## src/sv/spq_pkg.sv

```systemverilog
// ----------------------------------------------------------------------------
// Sorted priority queue package
// Shared widths, codes and the entry and command types of the cell row.
// ----------------------------------------------------------------------------
package spq_pkg;

  localparam int unsigned CAPACITY_DEF = 16;
  localparam int unsigned TAG_W        = 8;
  localparam int unsigned PRIO_W       = 16;
  localparam int unsigned STATUS_W     = 2;
  localparam int unsigned OCC_W        = 5;

  typedef enum logic {
    OP_ENQ = 1'b0,
    OP_DEQ = 1'b1
  } opcode_t;

  typedef enum logic [STATUS_W-1:0] {
    ST_OK    = 2'd0,
    ST_UNDER = 2'd1,
    ST_OVER  = 2'd2
  } status_t;

  // one slot of the queue
  typedef struct packed {
    logic                     occ;
    logic [TAG_W-1:0]         tag;
    logic signed [PRIO_W-1:0] prio;
  } entry_t;

  // broadcast to every cell
  typedef struct packed {
    logic                     enq;
    logic                     deq;
    logic [TAG_W-1:0]         tag;
    logic signed [PRIO_W-1:0] prio;
  } cell_cmd_t;

endpackage

```

## src/sv/spq_cell.sv

```systemverilog
// ----------------------------------------------------------------------------
// Sorted priority queue cell
// One slot: keeps, takes the new job, or shifts from a neighbour each cycle.
// ----------------------------------------------------------------------------
module spq_cell (
  input  logic               clk,
  input  logic               rst_n,
  input  spq_pkg::cell_cmd_t cmd_i,
  input  spq_pkg::entry_t    left_i,
  input  logic               left_stay_i,
  input  spq_pkg::entry_t    right_i,
  output spq_pkg::entry_t    entry_o,
  output logic               stay_o
);

  spq_pkg::entry_t cur_r;
  spq_pkg::entry_t cur_nxt;
  logic            stay;

  // entry is ahead of the new job (ties keep arrival order)
  assign stay = cur_r.occ && ($signed(cur_r.prio) >= $signed(cmd_i.prio));

  always_comb begin
    cur_nxt = cur_r;
    if (cmd_i.enq) begin
      if (!stay) begin
        if (left_stay_i) begin
          cur_nxt.occ  = 1'b1;
          cur_nxt.tag  = cmd_i.tag;
          cur_nxt.prio = cmd_i.prio;
        end else begin
          cur_nxt = left_i;
        end
      end
    end else if (cmd_i.deq) begin
      cur_nxt = right_i;
    end
  end

  // only the occupied flag is reset; tag and priority are don't-care until written
  always_ff @(posedge clk) begin
    if (!rst_n) begin
      cur_r.occ <= 1'b0;
    end else begin
      cur_r.occ <= cur_nxt.occ;
    end
    cur_r.tag  <= cur_nxt.tag;
    cur_r.prio <= cur_nxt.prio;
  end

  assign entry_o = cur_r;
  assign stay_o  = stay;

endmodule

```

## src/sv/sorted_priority_queue.sv

```systemverilog
// ----------------------------------------------------------------------------
// Sorted priority queue
// Bounded queue of tagged jobs, held in descending signed priority order.
// ----------------------------------------------------------------------------
// The queue is a row of CAPACITY cells, front at cell 0. Every cell compares
// its own priority with the incoming job in parallel, so an enqueue or a
// dequeue finishes in the cycle of its transfer: one item can be
// accepted every clock, and its result is registered and offered on the out_
// channel from the next cycle. The input stalls only while a result is held
// back by out_ready. Equal priorities leave in arrival order. A dequeue on an
// empty queue reports underflow; an enqueue on a full queue is dropped and
// reports overflow. Occupancy is the count after the item, modulo 32. The
// throughput is set by the cell row's compare-and-shift, one per cycle.
// ----------------------------------------------------------------------------
module sorted_priority_queue #(
  parameter int unsigned CAPACITY = spq_pkg::CAPACITY_DEF
) (
  input  logic                              clk,
  input  logic                              rst_n,
  input  logic                              in_valid,
  output logic                              in_ready,
  input  logic                              in_opcode,
  input  logic [spq_pkg::TAG_W-1:0]         in_job_tag,
  input  logic signed [spq_pkg::PRIO_W-1:0] in_job_priority,
  output logic                              out_valid,
  input  logic                              out_ready,
  output logic [spq_pkg::STATUS_W-1:0]      out_status,
  output logic                              out_removed_valid,
  output logic [spq_pkg::TAG_W-1:0]         out_removed_tag,
  output logic signed [spq_pkg::PRIO_W-1:0] out_removed_priority,
  output logic [spq_pkg::OCC_W-1:0]         out_occupancy
);

  localparam int unsigned CNT_W = $clog2(CAPACITY + 1);

  // input side
  logic               in_xfer;
  logic               is_enq;
  logic               is_deq;
  logic               full;
  logic               empty;
  logic               enq_ok;
  logic               deq_ok;
  spq_pkg::cell_cmd_t cmd;

  // entry count
  logic [CNT_W-1:0]   count_r;
  logic [CNT_W-1:0]   count_nxt;

  // cell row wiring
  spq_pkg::entry_t    cell_q [CAPACITY];
  logic               cell_stay [CAPACITY];

  // result register
  logic                              out_valid_r;
  logic                              out_valid_nxt;
  spq_pkg::status_t                  status_r;
  spq_pkg::status_t                  status_nxt;
  logic                              rm_valid_r;
  logic                              rm_valid_nxt;
  logic [spq_pkg::TAG_W-1:0]         rm_tag_r;
  logic [spq_pkg::TAG_W-1:0]         rm_tag_nxt;
  logic signed [spq_pkg::PRIO_W-1:0] rm_prio_r;
  logic signed [spq_pkg::PRIO_W-1:0] rm_prio_nxt;
  logic [spq_pkg::OCC_W-1:0]         occ_r;
  logic [spq_pkg::OCC_W-1:0]         occ_nxt;

  // --------------------------------------------------------------------------
  // Handshake and command decode
  // --------------------------------------------------------------------------
  // a held result frees its register on the same edge it is taken
  assign in_ready = !out_valid_r || out_ready;
  assign in_xfer  = in_valid && in_ready;

  assign is_enq = (in_opcode == spq_pkg::OP_ENQ);
  assign is_deq = (in_opcode == spq_pkg::OP_DEQ);
  assign full   = (count_r == CNT_W'(CAPACITY));
  assign empty  = (count_r == '0);
  assign enq_ok = in_xfer && is_enq && !full;
  assign deq_ok = in_xfer && is_deq && !empty;

  assign cmd.enq  = enq_ok;
  assign cmd.deq  = deq_ok;
  assign cmd.tag  = in_job_tag;
  assign cmd.prio = in_job_priority;

  // --------------------------------------------------------------------------
  // Cell row: cell 0 is the front. Insert takes the first cell that is not
  // ahead of the new job; cells behind it shift one place towards the tail.
  // Dequeue shifts every cell one place towards the front.
  // --------------------------------------------------------------------------
  for (genvar i = 0; i < CAPACITY; i++) begin : g_cell
    spq_pkg::entry_t left_w;
    spq_pkg::entry_t right_w;
    logic            left_stay_w;

    if (i == 0) begin : g_front
      assign left_w      = '0;
      assign left_stay_w = 1'b1;
    end else begin : g_mid_l
      assign left_w      = cell_q[i-1];
      assign left_stay_w = cell_stay[i-1];
    end

    if (i == CAPACITY - 1) begin : g_tail
      assign right_w = '0;
    end else begin : g_mid_r
      assign right_w = cell_q[i+1];
    end

    spq_cell u_cell (
      .clk         (clk),
      .rst_n       (rst_n),
      .cmd_i       (cmd),
      .left_i      (left_w),
      .left_stay_i (left_stay_w),
      .right_i     (right_w),
      .entry_o     (cell_q[i]),
      .stay_o      (cell_stay[i])
    );
  end

  // --------------------------------------------------------------------------
  // Count and result
  // --------------------------------------------------------------------------
  always_comb begin
    count_nxt = count_r;
    if (enq_ok) begin
      count_nxt = count_r + 1'b1;
    end else if (deq_ok) begin
      count_nxt = count_r - 1'b1;
    end
  end

  always_comb begin
    status_nxt   = spq_pkg::ST_OK;
    rm_valid_nxt = 1'b0;
    rm_tag_nxt   = '0;
    rm_prio_nxt  = '0;
    if (is_enq && full) begin
      status_nxt = spq_pkg::ST_OVER;
    end else if (is_deq && empty) begin
      status_nxt = spq_pkg::ST_UNDER;
    end else if (is_deq) begin
      rm_valid_nxt = 1'b1;
      rm_tag_nxt   = cell_q[0].tag;
      rm_prio_nxt  = cell_q[0].prio;
    end
    occ_nxt = spq_pkg::OCC_W'(count_nxt);
  end

  always_comb begin
    out_valid_nxt = out_valid_r;
    if (in_xfer) begin
      out_valid_nxt = 1'b1;
    end else if (out_ready) begin
      out_valid_nxt = 1'b0;
    end
  end

  always_ff @(posedge clk) begin
    if (!rst_n) begin
      count_r     <= '0;
      out_valid_r <= 1'b0;
    end else begin
      count_r     <= count_nxt;
      out_valid_r <= out_valid_nxt;
    end
  end

  always_ff @(posedge clk) begin
    if (in_xfer) begin
      status_r   <= status_nxt;
      rm_valid_r <= rm_valid_nxt;
      rm_tag_r   <= rm_tag_nxt;
      rm_prio_r  <= rm_prio_nxt;
      occ_r      <= occ_nxt;
    end
  end

  assign out_valid            = out_valid_r;
  assign out_status           = status_r;
  assign out_removed_valid    = rm_valid_r;
  assign out_removed_tag      = rm_tag_r;
  assign out_removed_priority = rm_prio_r;
  assign out_occupancy        = occ_r;

  // --------------------------------------------------------------------------
  // Assertions
  // --------------------------------------------------------------------------
`ifndef SYNTHESIS
  // front cell is occupied exactly when the count is non-zero
  a_front_occ : assert property (@(posedge clk) disable iff (!rst_n)
    (count_r != '0) == cell_q[0].occ)
    else $error("front cell occupancy disagrees with count");

  // count never exceeds the row length
  a_count_max : assert property (@(posedge clk) disable iff (!rst_n)
    count_r <= CNT_W'(CAPACITY))
    else $error("entry count above capacity");

  // a successful insert grows the queue by one
  a_enq_grow : assert property (@(posedge clk) disable iff (!rst_n)
    enq_ok |=> count_r == $past(count_r) + 1'b1)
    else $error("insert did not grow the queue");

  // removed entry only reported with ok status
  a_rm_ok : assert property (@(posedge clk) disable iff (!rst_n)
    (out_valid_r && rm_valid_r) |-> (status_r == spq_pkg::ST_OK))
    else $error("removed entry with error status");
`endif

endmodule
```

## config.mk

```make
export PLATFORM = sky130hd
export DESIGN_NAME = sorted_priority_queue
export DESIGN_NICKNAME = d
export VERILOG_FILES = /design/src/sv/spq_pkg.sv /design/src/sv/spq_cell.sv /design/src/sv/sorted_priority_queue.sv
export SDC_FILE = /design/constraint.sdc
export NUM_CORES = 1
export LEC_CHECK = 0
export BUFFER_PORTS_ARGS = -buffer_cell sky130_fd_sc_hd__buf_2
export CORE_MARGIN = 4
export CORE_UTILIZATION = 35
export DETAILED_ROUTE_END_ITERATION = 7
export PLACE_DENSITY = 0.53
export SETUP_SLACK_MARGIN = 0.4
export SLEW_MARGIN = 40
export SYNTH_ARGS = -nofsm -noshare
export SYNTH_HDL_FRONTEND = slang
export SYNTH_SLANG_ARGS = --single-unit
export TNS_END_PERCENT = 10
```

## constraint.sdc

```tcl
create_clock -name clk -period 7.3 [get_ports clk]
set_input_delay 0 -clock clk [delete_from_list [all_inputs] [get_ports clk]]
set_output_delay 0 -clock clk [all_outputs]
set_load 0.005 [all_outputs]
```

After elaboration in Yosys (flattened, before gate mapping)
Cells that the tools add are included.
- flip-flop bits (word level): 438
- output and inout bits: 34
- logic and storage cells: 208
- input port bits: 29
- add/sub/neg operators: 2
- order comparisons: 16
- reduce and logical (&&, ||, !) cells: 48
- muxes and demuxes: 69
- bitwise operators: 1
- equality and inequality tests: 17
- operators by type and width (operator ; count):
    $mux W25 ; 63
    $ge A16 B16 Y1 ; 16
    $ne A2 B2 Y1 const B ; 16
    $reduce_and A2 Y1 ; 16
    $logic_and A1 B1 Y1 ; 23
    $mux W5 ; 2
    $add A5 B1 Y5 const B ; 1
    $eq A5 B5 Y1 const B ; 1
    $logic_not A5 Y1 ; 1
    $sub A5 B1 Y5 const B ; 1
    $mux W1 ; 4
    $reduce_bool A2 Y1 ; 2
    $logic_not A1 Y1 ; 3
    $reduce_or A3 Y1 ; 1
    $reduce_or A2 Y1 ; 1
    $logic_or A1 B1 Y1 ; 1
    $not A1 Y1 ; 1

Depth between registers and ports, before layout
Gate-level depths: netlist of run 1.
- depth in word-level cells: 7
- depth in mapped cells: 12
- gate-level depth less buffers: 9

Modules after synthesis
A second synthesis of run 1 with hierarchy kept.
- cell total of the unflattened synthesis: 2907
- area total of the unflattened synthesis: 29144.2 um^2
- by module, submodules not included (module ; seq. area each (um^2) ; cells each ; times used ; area each (um^2)):
    spq_cell at g_cell[0].u_cell ... ; 740.7 ; 171 ; 11 ; 1695.4
    spq_cell at g_cell[6].u_cell ... ; 740.7 ; 183 ; 4 ; 1779.2
    spq_cell at g_cell[5].u_cell ; 740.7 ; 169 ; 1 ; 1691.6
    sorted_priority_queue ; 1081.0 ; 125 ; 1 ; 1686.6

Worst setup path before layout of run 1
No wires, ideal clock.
- path type: input to register
- start: input in_job_priority[1] (netlist bit)
- end: register g_cell[9].u_cell.cur_r, in the netlist g_cell[9].u_cell.entry_o[0], enable pin
- path slack: 3059 ps
- buffers on the path: 3
- arrival time: 3803 ps
- required time: 6862 ps
- stages: 11
- library setup time: 438 ps
- cells stage by stage: clkbuf_1 > inv_1 > ha_1 > nor2b_1 > o211ai_1 > a2111oi_0 > o21ai_0 > o31a_1 > buf_4 > buf_4 > o21ai_0
- cells in the longest elaborated chain, start to end: 4
- RTL lines (item ; line ; source):
    start, declared ; sorted_priority_queue.sv:24 ; input logic signed [spq_pkg::PRIO_W-1:0] in_job_priority,
    $ge A16 B16 Y1 ; spq_cell.sv:21 ; assign stay = cur_r.occ && ($signed(cur_r.prio) >= $signed(cmd_i.prio));
    $logic_and A1 B1 Y1 ; spq_cell.sv:21 ;
    $ne A2 B2 Y1 (no source line) ; -- ;
    $reduce_and A2 Y1 (no source line) ; -- ;
    end, declared ; spq_cell.sv:16 ; spq_pkg::entry_t cur_r;
Every way passes these cells.
A chain may end at the register's enable or synchronous reset.

Worst setup path after layout of run 1
- start: input in_job_priority[5] (netlist bit)
- end: register g_cell[11].u_cell.cur_r, in the netlist g_cell[11].u_cell.entry_o[18], enable pin
- cells in the longest elaborated chain, start to end: 4
- RTL lines (item ; line):
    $ge A16 B16 Y1 ; spq_cell.sv:21
    $logic_and A1 B1 Y1 ; spq_cell.sv:21
    $ne A2 B2 Y1 (no source line) ; --
    $reduce_and A2 Y1 (no source line) ; --
    end, declared ; spq_cell.sv:16
Every way passes these cells.

==> results of run 1 <==
## registers in the layout (all words and copies together), names as in the netlist
signal                 cells
out_status                 2
out_removed_tag            8
out_removed_valid          1
g_cell.u_cell.entry_o    400
out_removed_priority      16
out_occupancy              5
out_valid                  1
count_r                    5
## worst max path at each step
stage                       startpoint                                 endpoint  slack, ps  cells after the start
CTS                 in_job_priority[5]  g_cell[11].u_cell.entry_o[19]$_DFFE_PP_       3000                     13
finish              in_job_priority[5]  g_cell[11].u_cell.entry_o[18]$_DFFE_PP_       2900                     13
detailed placement  in_job_priority[5]  g_cell[11].u_cell.entry_o[17]$_DFFE_PP_       2970                     12
floorplan           in_job_priority[1]    g_cell[9].u_cell.entry_o[0]$_DFFE_PP_       3060                     11
global route        in_job_priority[5]  g_cell[11].u_cell.entry_o[19]$_DFFE_PP_       2660                     13
global placement    in_job_priority[5]  g_cell[11].u_cell.entry_o[22]$_DFFE_PP_       2990                     12
## repair_timing
action	4_1_cts	5_1_grt
hold endpoints to repair	159	0
hold buffers	27	0
buffers inserted	0	0
## stage by stage
step                      instances  setup slack [ps]  util (%)
final                          3670              2900      39.7
after global routing           3668              2660      39.6
after CTS                      3665              3000      39.6
after detailed placement       3544              2970      37.1
after global placement         3542              2990      37.1
after floorplan                2590              3060         -
## cell families (layout without fill, tap and decap cells)
group,after synthesis,in the layout,synth area share [%]
mux,176,176,6.55
simple gates,879,879,14.7
xor+xnor,5,5,0.162
other cells,0,4,0
flops,438,438,47.9
buf+inv,227,273,3.98
compound gates,607,607,14.8
fa+ha+maj,258,258,12.0
## area by class of cell
| class | instances | area share (%) |
|---|---|---|
| Tap cell | 1030 | 4.26 |
| Clock buffer | 68 | 4.60 |
| Inverter | 46 | 0.571 |
| Sequential cell | 438 | 42.8 |
| Multi-Input combinational cell | 1925 | 43.8 |
| Timing Repair Buffer | 133 | 3.21 |
| Antenna cell | 4 | 0.0331 |
| Clock inverter | 26 | 0.758 |
## power by group
| part | switching, mW | internal (mW) |
|---|---|---|
| Sequential | 0.324 | 3.23 |
| Clock | 1.11 | 1.44 |
| Combinational | 1.28 | 0.659 |
## layer usage
layer	global-route usage [%]	vias up
li1	-	9853
met1	31.9	10867
met2	36.9	928
met3	3.91	183
met4	8.86	0
met5	0	-
## cell usage in the layout (no fill, tap or decap), types with 7 or more instances in the layout
cell type	netlist	layout
dfxtp_1	22	22
edfxtp_1	416	416
o21ai_0	146	140
a211oi_1	17	16
a21oi_1	79	79
o221ai_1	8	8
nand3_1	217	217
ha_1	258	258
a2111oi_0	10	10
nor2b_1	16	16
o22ai_1	8	8
nor2_1	33	32
nor4_1	7	7
mux2i_1	174	169
clkbuf_16	0	51
dlygate4sd3_1	0	27
buf_4	12	37
nand4_1	57	57
inv_1	46	46
o211ai_1	197	197
clkinv_1	0	13
o21ai_1	41	40
clkbuf_1	93	12
and2_1	32	32
a21o_1	39	39
buf_2	51	62
nand2_1	484	480
## worst min-delay path: stages
cell,delay [ps]
buf_2,310
nand3_1,140
o311ai_0,120
==> impl_metrics.json, run 1 <==
{
  "htreeDepth": 2,
  "crit_required_ps": 7570,
  "route.detailed.drc": 0,
  "synthTopCellsByArea": "edfxtp_1 (46%), ha_1 (12%), nand2_1 (6.7%), mux2i_1 (6.5%), o211ai_1 (5.5%)",
  "min_to": "g_cell[9].u_cell.entry_o[0]$_DFFE_PP_",
  "hold_start": "in_job_priority[0]",
  "synth_warnings": 0,
  "worstHoldPathType": "in -> reg",
  "drt_first_iter_violations": 2332,
  "syn_inst": 2590,
  "antenna_left": 0,
  "wl_met3_um": 6880,
  "cts_tree": "yes",
  "gr-total-overflow": 0,
  "crit_chain": "dlygate4sd3_1 -> buf_2 -> inv_1 -> ha_1 -> a211oi_1 -> o21bai_1 -> nor4_1 -> nor2_1 -> o311ai_4 -> buf_4 -> nand2_1 -> nand2_1 -> buf_4",
  "r2r_cells": 10,
  "r2r-end": "g_cell[11].u_cell.entry_o[18]$_DFFE_PP_",
  "yosysSeqAreaShare_pct": 47.9,
  "fin_crit_sh_pct": 60.2,
  "path_clk_slew_ps": 60,
  "wl_met2_um": 44100,
  "ys_types": 72,
  "first_global_vias": 21426,
  "p_leak_nw": 11.6,
  "die_w_um": 286,
  "path_delay_family": "buffers and inverters",
  "start_util_pct": 35.4,
  "dpl_cell_area_um2": 28300,
  "grt_pass1_wl_um": 144000,
  "synth_area_leader_cell": "edfxtp_1",
  "grt_use_total_pct": 23.3,
  "startpoint_type": "input pin",
  "die_h_um": 286,
  "root_buffer": "clkbuf_16",
  "synth_ff_type": "edfxtp_1",
  "clkSinkCount": 438,
  "rrSetupSlack_ps": 3150,
  "fmax_ghz": 0.227,
  "yosysMostFrequentCell": "nand2_1",
  "synth_edf_count": 416,
  "cts_resized": 0,
  "grt_max_degree": 179,
  "ys_async_sr_fraction_pct": 0,
  "place_congestion": 1.03,
  "multi_input_area_um2": 13200,
  "crit_path_top_delay_cell": "nor4_1",
  "ir_drop_uv": 192,
  "numPortBuffers": 62,
  "dieArea_um2": 81600,
  "power.density_nw_per_um2": 267,
  "highest_layer": "met4",
  "hold_depth": 3,
  "via_per_inst": 5.95,
  "antenna_found_initial": 5,
  "core-area_um2": 76200,
  "drive_gt1_share_pct": 7.97,
  "ys_seq_elements": 438,
  "arrival_ps": 4660,
  "crit_type": "in -> reg",
  "tightest_slew_ps": 873,
  "rsz0062_at_grt": "no",
  "r2r-start": "g_cell[11].u_cell.entry_o[5]$_DFFE_PP_",
  "design_area_um2": 30200,
  "met1_length_um": 42900,
  "syn_nets": 2877,
  "crit_buf_inv": 5,
  "pin_count": 63,
  "relSlewSlack_pct": 40.5,
  "syn-cell-area_um2": 27000,
  "end_kind": "flip-flop",
  "synthTopCellsByCount": "nand2_1 (484), edfxtp_1 (416), ha_1 (258)",
  "syn_avg_cell_area_um2": 10.4,
  "hpwlAfterDp_um": 68100,
  "insertion_delay_ps": 620,
  "status": "finished, final reports clean",
  "syn_to_final_growth_pct": 11.9,
  "maxSlewViolCount": 0,
  "yosysTopAreaCellShare_pct": 46.3,
  "total_power_mw": 8.06,
  "finalHoldViolations": 0,
  "wl_per_cell_um": 26.7,
  "cpPeakStageDelay_ps": 590,
  "cap_violations": 0,
  "drt_first_pass_iters": 6,
  "cts_buffers": 51,
  "whs_ps": 169,
  "routed_wl_um": 98100,
  "fillers": 7442,
  "setup_viol": 0,
  "clock_skew_ps": 24.5,
  "cp_max_fo": 46,
  "clockBufferDepth": 3,
  "finalSetupTns_ps": 0,
  "vias": 21831,
  "final_nets": 2882,
  "period_minus_slack_ps": 4400,
  "regArea_um2": 12900,
  "row_count": 101
}
Note: power is estimated with default switching activity, not from simulation.
==> run 2: changes to the inputs <==
PLACE_DENSITY = 0.54   (was 0.53)
clock period = 4 ns   (was 7.3 ns; I/O delays follow)
==> run 2 against run 1 <==
Against the previous run: register-to-register slack lost 2600 ps; final cell count increased by 2.2%; sequential power is 81% higher; clock skew is 6.7 ps higher; final area is 2.8% higher; first-iteration DRC count down 3.9%; via count is 1.3% higher; sequential share of layout area is 1.2 points lower; die area unchanged; clock power grew 84%; wire length rose by 0.27%; non-clock buffer count is 82 higher.
==> impl_metrics.json, run 2 (synthesis results as in run 1) <==
{
  "status": "finished, final reports clean",
  "p_sw_share_pct": 33.0,
  "period_minus_slack_ps": 3550,
  "cpPeakStageDelay_ps": 700,
  "maxSlewViolCount": 0,
  "arrival_ps": 3900,
  "fin_util_pct": 40.8,
  "p_seq_share_pct": 43.5,
  "fin_crit_sh_pct": 88.8,
  "numPortBuffers": 62,
  "total_power_mw": 14.8,
  "htreeDepth": 2,
  "die_w_um": 286,
  "cp_max_fo": 10,
  "pin_count": 63,
  "p_int_mw": 9.93,
  "drt_first_iter_violations": 2241,
  "start_util_pct": 35.4,
  "core-area_um2": 76200,
  "crit_chain": "dlygate4sd3_1 -> buf_2 -> inv_1 -> buf_4 -> ha_1 -> nor2b_1 -> o211ai_1 -> a2111oi_0 -> nor4_1 -> buf_4 -> mux2i_4 -> buf_4 -> mux2i_1 -> o21ai_0",
  "routed_wl_um": 98400,
  "cts_tree": "yes",
  "clockBufferDepth": 3,
  "grt_pass1_wl_um": 144000,
  "final_nets": 2964,
  "cap_violations": 0,
  "first_global_vias": 21848,
  "whs_ps": 24.5,
  "finalSetupTns_ps": 0,
  "regArea_um2": 12900,
  "dieArea_um2": 81600,
  "setup_viol": 0,
  "switchingPower_mw": 4.89,
  "grt_use_total_pct": 23.4,
  "path_clk_slew_ps": 60,
  "pwr-share-comb_pct": 24.7,
  "crit_required_ps": 4350,
  "crit_path_top_delay_cell": "a2111oi_0",
  "hpwlAfterDp_um": 71000,
  "drt_first_pass_iters": 5,
  "clkSinkCount": 438,
  "antenna_left": 0,
  "crit_buf_inv": 6,
  "wl_per_cell_um": 26.2,
  "p_leak_nw": 12.0,
  "via_per_inst": 5.90,
  "largest_reg_flops": 400,
  "cts_buffers": 51,
  "fillers": 7392,
  "layout_common_cells": "nand2_1 (483), edfxtp_1 (416), ha_1 (258)",
  "root_buffer": "clkbuf_16",
  "multi_input_area_um2": 13200,
  "rsz0062_at_grt": "yes",
  "tightest_slew_ps": 866,
  "grt_max_degree": 122,
  "place_congestion": 0.918,
  "vias": 22117,
  "gr-total-overflow": 0,
  "insertion_delay_ps": 630,
  "power.density_nw_per_um2": 477,
  "antenna_found_initial": 3,
  "die_h_um": 286,
  "pwr-share-clk_pct": 31.8,
  "worstHoldPathType": "in -> reg",
  "ir_drop_uv": 344,
  "clock_skew_ps": 31.2,
  "path_delay_family": "buffers and inverters",
  "route.detailed.drc": 0,
  "relSlewSlack_pct": 42.1,
  "rrSetupSlack_ps": 510,
  "crit_top_cell": "buf_4",
  "end_kind": "flip-flop",
  "syn_to_final_growth_pct": 15.1,
  "row_count": 101,
  "fmax_ghz": 0.281,
  "final_common_cell": "nand2_1",
  "drive_gt1_share_pct": 11.0,
  "finalHoldViolations": 0,
  "startpoint_type": "input pin",
  "crit_type": "in -> reg"
}
[run 2: changes by cell type in the layout (fill, tap and decap cells not counted), sizes merged]
cell and change:
inv +2, clkbuf +7, buf +84, bufinv -2, diode -2, clkinvlp +2
clkinv -10, dlygate4sd3 -2
[run 2: routing by layer]
metal	track usage, %	share of wire [%]
met3	3.59	6.6
met1	31.0	42
met4	9.23	4.2
met5	0	0.012
met2	38.7	47
[run 2: final cells by class]
cell class              count  area share, %
clock inverters            18          0.495
diodes                      2         0.0161
clock buffers              75           4.83
repair buffers            215           5.79
multi-input cells        1925           42.5
inverters                  46          0.556
well taps                1030           4.15
flip-flops and latches    438           41.6
[run 2: worst paths after layout]
check,startpoint,end,depth (start not counted)
worst max-delay path,in_job_priority[1],g_cell[4].u_cell.entry_o[15]$_DFFE_PP_,14
worst min-delay path,in_job_priority[6],g_cell[2].u_cell.entry_o[6]$_DFFE_PP_,4
worst max register to register,g_cell[3].u_cell.entry_o[15]$_DFFE_PP_,g_cell[4].u_cell.entry_o[15]$_DFFE_PP_,9
worst min register to register,g_cell[13].u_cell.entry_o[24]$_SDFFE_PN0P_,g_cell[13].u_cell.entry_o[24]$_SDFFE_PN0P_,2
[run 2: worst register-to-register path, cell delays in order (launching register included)]
cell and delay (ps):
edfxtp_1 480, ha_1 430, nand4_1 310, a2111oi_0 690, nor4_1 90, buf_4 180, mux2i_4 330, buf_4 300
mux2i_1 300, o21ai_0 110
[run 2: what timing repair did]
action                     in CTS  in global routing
hold buffers                   25                  0
resized for setup               0                  2
hold endpoints to repair      127                  0
setup endpoints to repair       0                 50
buffers inserted                0                  2
[run 2: power groups by stage]
| stage | Clock, mW | Combinational, mW | Sequential [mW] |
|---|---|---|---|
| 2_1_floorplan | 0 | 2.32 | 6.26 |
| 3_3_place_gp | 0 | 3.47 | 6.52 |
| 3_5_place_dp | 0 | 3.59 | 6.53 |
| 4_1_cts | 4.78 | 3.62 | 6.44 |
| 5_1_grt | 4.95 | 4.00 | 6.50 |
| 6_report | 4.71 | 3.66 | 6.44 |
[run 2: through the flow]
stage / instances / cell area [um2] / setup slack [ps]
after floorplan: 2590 / 27000 / -237
after global placement: 3624 / 29100 / 461
after detailed placement: 3627 / 29100 / 450
after CTS: 3745 / 31000 / 524
after global routing: 3747 / 31100 / 350
final: 3749 / 31100 / 447
